[config.mk]
export PLATFORM = sky130hd
export DESIGN_NAME = modular_arithmetic_unit_flat
export DESIGN_NICKNAME = d
export VERILOG_FILES = /design/src/rtl/mau_pkg.sv /design/src/rtl/mau_in_if.sv /design/src/rtl/mau_out_if.sv /design/src/rtl/modular_arithmetic_unit.sv /design/src/flat_wrapper.sv
export SDC_FILE = /design/constraint.sdc
export NUM_CORES = 2
export LEC_CHECK = 0
export BUFFER_PORTS_ARGS = -buffer_cell sky130_fd_sc_hd__buf_4
export CAP_MARGIN = 20
export CORE_MARGIN = 2
export CORE_UTILIZATION = 55
export CTS_CLUSTER_DIAMETER = 150
export DETAILED_ROUTE_END_ITERATION = 8
export PLACE_DENSITY = 0.72
export SLEW_MARGIN = 20
export SYNTH_ARGS = -nofsm -noshare
export SYNTH_HDL_FRONTEND = slang
export SYNTH_SLANG_ARGS = --single-unit
[constraint.sdc]
create_clock -name clk -period 21.5 [get_ports clk]
set_input_delay 2.15 -clock clk [delete_from_list [all_inputs] [get_ports clk]]
set_output_delay 2.15 -clock clk [all_outputs]
set_load 0.02 [all_outputs]
[src/rtl/mau_pkg.sv]
// ----------------------------------------------------------------------------
// mau_pkg
// Shared types and constants of the modular arithmetic unit: field widths,
// command codes and the default word size.
// ----------------------------------------------------------------------------
`default_nettype none

package mau_pkg;

  // Fixed widths of the request and result fields
  localparam int CMD_BITS  = 3;
  localparam int DATA_BITS = 32;

  // Default operand width inside the unit
  localparam int WORD_BITS_DEF = 32;

  typedef logic [CMD_BITS-1:0]  cmd_t;
  typedef logic [DATA_BITS-1:0] data_t;

  // Command codes
  localparam cmd_t CMD_DIV = 3'd0;
  localparam cmd_t CMD_RED = 3'd1;
  localparam cmd_t CMD_ADD = 3'd2;
  localparam cmd_t CMD_SUB = 3'd3;
  localparam cmd_t CMD_MUL = 3'd4;
  localparam cmd_t CMD_EXP = 3'd5;

endpackage : mau_pkg

`default_nettype wire

[src/rtl/mau_in_if.sv]
// ----------------------------------------------------------------------------
// mau_in_if
// Request channel of the modular arithmetic unit: valid/ready handshake with
// the command and its three operands.
// ----------------------------------------------------------------------------
`default_nettype none

interface mau_in_if
  import mau_pkg::*;
();

  logic  valid;
  logic  ready;
  cmd_t  command;
  data_t operand_a;
  data_t operand_b;
  data_t modulus;

  modport source (output valid, output command, output operand_a, output operand_b,
                  output modulus, input ready);
  modport sink   (input valid, input command, input operand_a, input operand_b,
                  input modulus, output ready);

endinterface : mau_in_if

`default_nettype wire

[src/rtl/mau_out_if.sv]
// ----------------------------------------------------------------------------
// mau_out_if
// Result channel of the modular arithmetic unit: valid/ready handshake with
// the result, the remainder and the zero divisor flag.
// ----------------------------------------------------------------------------
`default_nettype none

interface mau_out_if
  import mau_pkg::*;
();

  logic  valid;
  logic  ready;
  data_t result;
  data_t remainder;
  logic  zero_divisor;

  modport source (output valid, output result, output remainder, output zero_divisor,
                  input ready);
  modport sink   (input valid, input result, input remainder, input zero_divisor,
                  output ready);

endinterface : mau_out_if

`default_nettype wire

[src/rtl/modular_arithmetic_unit.sv]
// ----------------------------------------------------------------------------
// modular_arithmetic_unit
// Divide, reduce, modular add/subtract/multiply and modular exponentiation
// on WORD_BITS-bit operands, built around one bit-serial reducer and one
// word multiplier under a small sequencer.
// ----------------------------------------------------------------------------
// One request is worked on at a time; in_ch.ready is high only while the
// sequencer is idle. Operands and modulus are cut to their low WORD_BITS bits
// and results are zero extended to 32 bits. All division work goes through a
// restoring shift-subtract reducer that retires one bit per cycle over a
// 2*WORD_BITS-bit dividend. Divide and reduce run one reduction, add and
// subtract two, multiply three (both operands, then the product), and each
// request also passes through the idle state that takes it, the dispatch
// state and the state that loads the output register. Exponentiation
// reduces the base, then takes one exponent bit at a time, with a modular
// multiply (product, then its reduction) for each square and each multiply:
// one square per exponent bit plus one more multiply per set bit. A zero
// divisor or needed zero modulus skips the work and returns zero with
// zero_divisor set. The finished result sits in an output register, so a new
// request is taken while the previous result waits for out_ch.ready.
// ----------------------------------------------------------------------------
`default_nettype none

module modular_arithmetic_unit
  import mau_pkg::*;
#(
  parameter int WORD_BITS = WORD_BITS_DEF
) (
  input  wire logic  clk,
  input  wire logic  rst_n,
  mau_in_if.sink     in_ch,
  mau_out_if.source  out_ch
);

  localparam int W   = WORD_BITS;
  localparam int CW  = $clog2(2 * W);
  localparam int SW  = 3;

  // Sequencer states
  localparam logic [SW-1:0] S_IDLE = 3'd0;
  localparam logic [SW-1:0] S_DISP = 3'd1;
  localparam logic [SW-1:0] S_RA   = 3'd2;
  localparam logic [SW-1:0] S_RB   = 3'd3;
  localparam logic [SW-1:0] S_MUL  = 3'd4;
  localparam logic [SW-1:0] S_RP   = 3'd5;
  localparam logic [SW-1:0] S_EXP  = 3'd6;
  localparam logic [SW-1:0] S_FIN  = 3'd7;

  logic [SW-1:0]  state_r, state_nxt;
  cmd_t           cmd_r, cmd_nxt;
  logic [W-1:0]   a_r, a_nxt;
  logic [W-1:0]   b_r, b_nxt;
  logic [W-1:0]   n_r, n_nxt;
  logic [W-1:0]   opx_r, opx_nxt;     // x, or accumulator in exponentiation
  logic [W-1:0]   opy_r, opy_nxt;     // y, or base in exponentiation
  logic [W-1:0]   e_r, e_nxt;         // remaining exponent bits
  logic           sq_r, sq_nxt;       // current product is the squaring
  logic [2*W-1:0] dd_r, dd_nxt;       // dividend in, quotient out
  logic [W-1:0]   div_r, div_nxt;
  logic [W-1:0]   rem_r, rem_nxt;
  logic [CW-1:0]  cnt_r, cnt_nxt;
  logic [W-1:0]   res_r, res_nxt;
  logic [W-1:0]   remo_r, remo_nxt;
  logic           err_r, err_nxt;

  logic           out_valid_r, out_valid_nxt;
  logic [W-1:0]   out_res_r, out_res_nxt;
  logic [W-1:0]   out_rem_r, out_rem_nxt;
  logic           out_err_r, out_err_nxt;

  // Shared reducer step: shift in one dividend bit, subtract if it fits
  logic [W:0]     trial;
  logic [W:0]     trial_diff;
  logic           trial_ge;
  logic [W-1:0]   rem_step;
  logic [2*W-1:0] dd_step;

  assign trial      = {rem_r, dd_r[2*W-1]};
  assign trial_diff = trial - {1'b0, div_r};
  assign trial_ge   = (trial >= {1'b0, div_r});
  assign rem_step   = trial_ge ? trial_diff[W-1:0] : trial[W-1:0];
  assign dd_step    = {dd_r[2*W-2:0], trial_ge};

  // Shared multiplier
  logic [W-1:0]   mul_x;
  logic [W-1:0]   mul_y;
  logic [2*W-1:0] mul_p;

  assign mul_x = sq_r ? opy_r : opx_r;
  assign mul_y = opy_r;
  assign mul_p = mul_x * mul_y;

  // Final add/subtract with one conditional correction
  logic [W:0] addend;
  logic [W:0] sum_raw;
  logic [W:0] sum_cor;
  logic [W-1:0] sum_mod;

  assign addend  = (cmd_r == CMD_SUB) ? ({1'b0, n_r} - {1'b0, rem_step})
                                      : {1'b0, rem_step};
  assign sum_raw = {1'b0, opx_r} + addend;
  assign sum_cor = sum_raw - {1'b0, n_r};
  assign sum_mod = (sum_raw >= {1'b0, n_r}) ? sum_cor[W-1:0] : sum_raw[W-1:0];

  logic n_zero;
  assign n_zero = (n_r == '0);

  // Sequencer
  always_comb begin
    state_nxt     = state_r;
    cmd_nxt       = cmd_r;
    a_nxt         = a_r;
    b_nxt         = b_r;
    n_nxt         = n_r;
    opx_nxt       = opx_r;
    opy_nxt       = opy_r;
    e_nxt         = e_r;
    sq_nxt        = sq_r;
    dd_nxt        = dd_r;
    div_nxt       = div_r;
    rem_nxt       = rem_r;
    cnt_nxt       = cnt_r;
    res_nxt       = res_r;
    remo_nxt      = remo_r;
    err_nxt       = err_r;
    out_valid_nxt = out_valid_r;
    out_res_nxt   = out_res_r;
    out_rem_nxt   = out_rem_r;
    out_err_nxt   = out_err_r;

    // result taken downstream
    if (out_valid_r && out_ch.ready) begin
      out_valid_nxt = 1'b0;
    end

    case (state_r)
      S_IDLE: begin
        if (in_ch.valid) begin
          cmd_nxt   = in_ch.command;
          a_nxt     = in_ch.operand_a[W-1:0];
          b_nxt     = in_ch.operand_b[W-1:0];
          n_nxt     = in_ch.modulus[W-1:0];
          state_nxt = S_DISP;
        end
      end

      // special cases, else start reducing the first operand
      S_DISP: begin
        res_nxt   = '0;
        remo_nxt  = '0;
        err_nxt   = 1'b0;
        sq_nxt    = 1'b0;
        dd_nxt    = {{W{1'b0}}, a_r};
        div_nxt   = n_r;
        rem_nxt   = '0;
        cnt_nxt   = CW'(2 * W - 1);
        state_nxt = S_RA;
        case (cmd_r)
          CMD_DIV: begin
            div_nxt = b_r;
            if (b_r == '0) begin
              err_nxt   = 1'b1;
              state_nxt = S_FIN;
            end
          end
          CMD_RED: begin
            if (a_r == '0) begin
              state_nxt = S_FIN;
            end else if (n_zero) begin
              err_nxt   = 1'b1;
              state_nxt = S_FIN;
            end
          end
          CMD_ADD, CMD_SUB, CMD_MUL: begin
            if (n_zero) begin
              err_nxt   = (a_r != '0) || (b_r != '0);
              state_nxt = S_FIN;
            end
          end
          CMD_EXP: begin
            if (b_r == '0) begin
              res_nxt   = W'(1);
              state_nxt = S_FIN;
            end else if (n_zero) begin
              err_nxt   = !((b_r == W'(1)) && (a_r == '0));
              state_nxt = S_FIN;
            end
          end
          default: begin
            state_nxt = S_FIN;
          end
        endcase
      end

      // reduce first operand
      S_RA: begin
        rem_nxt = rem_step;
        dd_nxt  = dd_step;
        cnt_nxt = cnt_r - CW'(1);
        if (cnt_r == '0) begin
          case (cmd_r)
            CMD_DIV: begin
              res_nxt   = dd_step[W-1:0];
              remo_nxt  = rem_step;
              state_nxt = S_FIN;
            end
            CMD_RED: begin
              res_nxt   = rem_step;
              state_nxt = S_FIN;
            end
            CMD_EXP: begin
              opy_nxt   = rem_step;
              opx_nxt   = (n_r == W'(1)) ? '0 : W'(1);
              e_nxt     = b_r;
              state_nxt = S_EXP;
            end
            default: begin
              // add, subtract, multiply: reduce the second operand next
              opx_nxt   = rem_step;
              dd_nxt    = {{W{1'b0}}, b_r};
              rem_nxt   = '0;
              cnt_nxt   = CW'(2 * W - 1);
              state_nxt = S_RB;
            end
          endcase
        end
      end

      // reduce second operand
      S_RB: begin
        rem_nxt = rem_step;
        dd_nxt  = dd_step;
        cnt_nxt = cnt_r - CW'(1);
        if (cnt_r == '0) begin
          opy_nxt = rem_step;
          if (cmd_r == CMD_MUL) begin
            state_nxt = S_MUL;
          end else begin
            res_nxt   = sum_mod;
            state_nxt = S_FIN;
          end
        end
      end

      // load the double-width product into the reducer, then reduce it
      S_MUL: begin
        state_nxt = S_RP;
      end

      S_RP: begin
        rem_nxt = rem_step;
        dd_nxt  = dd_step;
        cnt_nxt = cnt_r - CW'(1);
        if (cnt_r == '0) begin
          if (cmd_r == CMD_MUL) begin
            res_nxt   = rem_step;
            state_nxt = S_FIN;
          end else if (!sq_r) begin
            // accumulator updated, square the base next
            opx_nxt   = rem_step;
            sq_nxt    = 1'b1;
            state_nxt = S_MUL;
          end else begin
            opy_nxt   = rem_step;
            e_nxt     = {1'b0, e_r[W-1:1]};
            state_nxt = S_EXP;
          end
        end
      end

      // one exponent bit: multiply when set, then square
      S_EXP: begin
        if (e_r == '0) begin
          res_nxt   = opx_r;
          state_nxt = S_FIN;
        end else begin
          sq_nxt    = !e_r[0];
          state_nxt = S_MUL;
        end
      end

      // hand the result to the output register
      S_FIN: begin
        if (!out_valid_r || out_ch.ready) begin
          out_valid_nxt = 1'b1;
          out_res_nxt   = res_r;
          out_rem_nxt   = remo_r;
          out_err_nxt   = err_r;
          state_nxt     = S_IDLE;
        end
      end

      default: begin
        state_nxt = S_IDLE;
      end
    endcase

    // product reduction starts from the fresh product
    if (state_r == S_MUL) begin
      dd_nxt  = mul_p;
      div_nxt = n_r;
      rem_nxt = '0;
      cnt_nxt = CW'(2 * W - 1);
    end
  end

  // Control registers
  always_ff @(posedge clk) begin
    if (!rst_n) begin
      state_r     <= S_IDLE;
      out_valid_r <= 1'b0;
    end else begin
      state_r     <= state_nxt;
      out_valid_r <= out_valid_nxt;
    end
  end

  // Datapath registers
  always_ff @(posedge clk) begin
    cmd_r     <= cmd_nxt;
    a_r       <= a_nxt;
    b_r       <= b_nxt;
    n_r       <= n_nxt;
    opx_r     <= opx_nxt;
    opy_r     <= opy_nxt;
    e_r       <= e_nxt;
    sq_r      <= sq_nxt;
    dd_r      <= dd_nxt;
    div_r     <= div_nxt;
    rem_r     <= rem_nxt;
    cnt_r     <= cnt_nxt;
    res_r     <= res_nxt;
    remo_r    <= remo_nxt;
    err_r     <= err_nxt;
    out_res_r <= out_res_nxt;
    out_rem_r <= out_rem_nxt;
    out_err_r <= out_err_nxt;
  end

  // Channel outputs
  assign in_ch.ready         = (state_r == S_IDLE);
  assign out_ch.valid        = out_valid_r;
  assign out_ch.result       = DATA_BITS'(out_res_r);
  assign out_ch.remainder    = DATA_BITS'(out_rem_r);
  assign out_ch.zero_divisor = out_err_r;

endmodule : modular_arithmetic_unit

`default_nettype wire
[src/flat_wrapper.sv]
// flat-port wrapper written by rule: the top's interface ports become plain ports
module modular_arithmetic_unit_flat import mau_pkg::*;
#(
  parameter int WORD_BITS = WORD_BITS_DEF
)
  (clk, rst_n, in_ch_valid, in_ch_command, in_ch_operand_a, in_ch_operand_b, in_ch_modulus, in_ch_ready, out_ch_valid, out_ch_result, out_ch_remainder, out_ch_zero_divisor, out_ch_ready);
  mau_in_if in_ch_i ();
  mau_out_if out_ch_i ();
  input  wire logic clk;
  input  wire logic rst_n;
  input wire logic [$bits(in_ch_i.valid)-1:0] in_ch_valid;
  input wire logic [$bits(in_ch_i.command)-1:0] in_ch_command;
  input wire logic [$bits(in_ch_i.operand_a)-1:0] in_ch_operand_a;
  input wire logic [$bits(in_ch_i.operand_b)-1:0] in_ch_operand_b;
  input wire logic [$bits(in_ch_i.modulus)-1:0] in_ch_modulus;
  output wire logic [$bits(in_ch_i.ready)-1:0] in_ch_ready;
  output wire logic [$bits(out_ch_i.valid)-1:0] out_ch_valid;
  output wire logic [$bits(out_ch_i.result)-1:0] out_ch_result;
  output wire logic [$bits(out_ch_i.remainder)-1:0] out_ch_remainder;
  output wire logic [$bits(out_ch_i.zero_divisor)-1:0] out_ch_zero_divisor;
  input wire logic [$bits(out_ch_i.ready)-1:0] out_ch_ready;
  assign in_ch_i.valid = in_ch_valid;
  assign in_ch_i.command = in_ch_command;
  assign in_ch_i.operand_a = in_ch_operand_a;
  assign in_ch_i.operand_b = in_ch_operand_b;
  assign in_ch_i.modulus = in_ch_modulus;
  assign in_ch_ready = in_ch_i.ready;
  assign out_ch_valid = out_ch_i.valid;
  assign out_ch_result = out_ch_i.result;
  assign out_ch_remainder = out_ch_i.remainder;
  assign out_ch_zero_divisor = out_ch_i.zero_divisor;
  assign out_ch_i.ready = out_ch_ready;
  modular_arithmetic_unit #(.WORD_BITS(WORD_BITS)) u_core (.clk(clk), .rst_n(rst_n), .in_ch(in_ch_i), .out_ch(out_ch_i));
endmodule
==> results by group <==
Status
  – Status: finished, final reports clean

Logic synthesis
  – Synthesized area per cell: 9.45 sq um
  – Synth warnings: 0
  – Synthesized area: 58,000 sq um
  – Post-Synth XOR/XNOR Area: 2.51%
  – Compound-Gate Fraction of Synth Area: 9.56%
  – Post-Synth Simple-Gate Area: 13.7%
  – Mapped Cells: 6,141
  – Ys async rst share: 0%
  – Yosys reg bits: 464
  – Combinational family with the most area after synthesis: adder cells
  – Post-synthesis adder-cell area fraction: 39.4%
  – Ys flop type: edfxtp_1
  – Yosys cell types: 90
  – Post-synthesis mux area share: 2.09%
  – Number of synthesized flops with an enable pin: 422
  – Seq/Total Area, Yosys: 23.3%
  – Syn Nets: 7,530

Final layout
  – Layout area overhead: 7.77%
  – Layout cells sized above 1: 7.41%
  – Commonest non-fill, non-tap cell in the layout: inv_1
  – Nets: 7,535
  – Multi-input logic area: 39,200 sq um
  – Fillcell total: 8,975
  – Most frequent cells in the layout: inv_1, nand2_1, fa_1
  – Register area: 13,500 sq um

Drt
  – Router iterations before antenna repair: 8
  – Drt drc: 0
  – ANT nets after route: 0
  – Via density: 5.93
  – WL/cell: 23.4 um
  – Initial DRC Count: 4,663
  – WL final: 177 mm
  – Via count: 45,000

CTS
  – CTS tree: done
  – Setup bufs post-CTS: 0
  – Worst-Skew Late Latency: 0.69 ns
  – Clock slew at reported path FFs: 0.07 ns
  – CTS resizes: 0
  – CTS Sinks: 464
  – Hold buffers post-CTS: 0
  – Root buffer cell: clkbuf_16
  – Clk buf depth: 3
  – CTS buffer count: 54
  – H-tree levels: 2

Timing
  – Slew HR: 23.4%
  – Clock skew: 0.0553 ns
  – Slew at the pin closest to its max-slew limit: 1.15 ns
  – Min Clock Period, post-route: 11.66 ns
  – Total Neg Setup Slack: 0 ns
  – Final hold violation count: 0
  – Unrepaired setup endpoints after global routing: false
  – Setup violations, final: 0
  – Slew Limit Fails: 0
  – Fmax: 85.8 MHz
  – Tcrit/Tclk final: 54.2%

Hold path
  – WHS Endpoint: u_core.out_ch.remainder[4]$_DFFE_PP_
  – Hold wc startpoint: u_core.remo_r[4]$_SDFFCE_PN0P_
  – Hold depth: 0
  – Hold crit path type: reg2reg

Die
  – Core ar.: 105,000 sq um
  – Top Ports: 170
  – Die W: 329 um
  – Row count: 119
  – Die Y-Extent: 329 um
  – Initial cell density of the core: 55.3%
  – Die footprint: 108,000 sq um

Setup path
  – R2r setup slk: 9.84 ns
  – Reg-to-Reg End: u_core.dd_r[63]$_DFFE_PP_
  – CP Capture Type: register
  – CP max stage delay: 1.01 ns
  – Worst EP arrival: 12.03 ns
  – Worst EP required: 21.87 ns
  – WS Path Type: reg2reg
  – Worst Path Max Fanout: 66
  – CP startpoint kind: register
  – Slowest CP cell: mux2_2
  – Crit path top cell by count: fa_1
  – Register-to-Register Path Depth: 31
  – FF-to-FF Start: u_core.sq_r$_DFFE_PP_

Flow run
  – Max-Cap Viols: 0

Global route
  – First-pass GRT wire length: 273 mm
  – Number of global-route vias before repair: 46,000
  – Largest net degree at the start of global routing: 82
  – Gr usage total: 33.4%
  – Overflow after GRT: 0
  – Initial antenna violation count: 7

Place
  – GP Congestion: 1.01
  – I/O Buffers: 169
  – DP Wirelength: 136 mm
state kept, by name, summed over array words and instances, names as in the netlist:
name,count
u_core.out_ch.zero_divisor,1
u_core.b_r,32
u_core.opx_r,32
u_core.e_r,32
u_core.cnt_r,6
u_core.res_r,32
u_core.mul_y,32
u_core.out_ch.valid,1
u_core.err_r,1
u_core.a_r,32
u_core.dd_r,64
u_core.sq_r,1
u_core.remo_r,32
u_core.out_ch.remainder,32
u_core.cmd_r,3
u_core.n_r,32
u_core.out_ch.result,32
u_core.state_r,3
u_core.div_r,32
u_core.rem_r,32
per-layer routing:
metal / vias to the layer above / GRT usage (%) / wire, um
met2: 2377 / 51.5 / 79200
met3: 393 / 7.21 / 18300
met5: - / 0 / 66
met1: 22600 / 46.4 / 72100
met4: 8 / 12.7 / 7450
li1: 19600 / - / -
metrics by stage:
step	cell area [sq um]	cells	setup WS [ns]	hold WS [ns]	util [%]
after floorplan	58000	6141	11.96	0.400	-
after global placement	60700	7481	9.89	0.403	57.8
after detailed placement	60700	7481	9.96	0.405	57.8
after CTS	62500	7582	9.90	0.421	59.6
after global routing	62500	7582	9.06	0.428	59.6
final	62500	7583	9.84	0.420	59.6
how the worst max path moves through the flow:
stage	from	endpoint	slack, ns
detailed placement	u_core.sq_r$_DFFE_PP_	u_core.dd_r[63]$_DFFE_PP_	9.96
global placement	u_core.sq_r$_DFFE_PP_	u_core.dd_r[63]$_DFFE_PP_	9.89
floorplan	u_core.div_r[27]$_DFFE_PP_	u_core.res_r[30]$_DFFE_PP_	11.96
CTS	u_core.sq_r$_DFFE_PP_	u_core.dd_r[63]$_DFFE_PP_	9.90
global route	u_core.rem_r[1]$_SDFFE_PP0P_	u_core.res_r[10]$_DFFE_PP_	9.06
finish	u_core.sq_r$_DFFE_PP_	u_core.dd_r[63]$_DFFE_PP_	9.84
synth_stat cells, drive strengths merged, types with 31 or more instances:
cell       n  area, sq um
nor3      47          240
nand2   1062         4000
mux2      65          732
fa       900        18000
nor4      38          238
nand2b    31          194
edfxtp   422        12700
a22oi     49          368
nor2     267         1000
o21ai    210         1050
a21oi    236         1190
xor2      45          394
xnor2    121         1060
ha       386         4830
dfxtp     42          841
o21bai    31          233
mux2i     46          480
and2     221         1380
inv     1125         4220
a21o      92          691
clkbuf   288         1080
nand3     46          230
worst max-delay path, delay by kind of cell, from the launching register on:
family                     cells  cell delay [ns]
adders and majority gates      9             4.46
AOI/OAI and AO/OA             10             3.12
and+or+nand+nor                4             1.14
buffers and inverters          7             1.13
muxes                          1             1.01
DFF                            1             0.35
final cells by class:
| class | count | share of cell area [%] |
|---|---|---|
| diodes | 1 | 0.00400 |
| inverters | 1127 | 6.77 |
| clock inverters | 37 | 0.770 |
| flip-flops and latches | 464 | 21.6 |
| repair buffers | 262 | 3.15 |
| clock buffers | 64 | 2.22 |
| multi-input cells | 4237 | 62.7 |
| well taps | 1391 | 2.78 |
cells by family after synthesis:
group | Yosys count
compound gates | 854
mux | 111
flops | 464
xor+xnor | 166
buf+inv | 1440
fa+ha+maj | 1289
simple gates | 1817
Power is left out: the tool's default activity adds up to more than one toggle a clock period on the data nets, which glitch-free logic cannot reach.
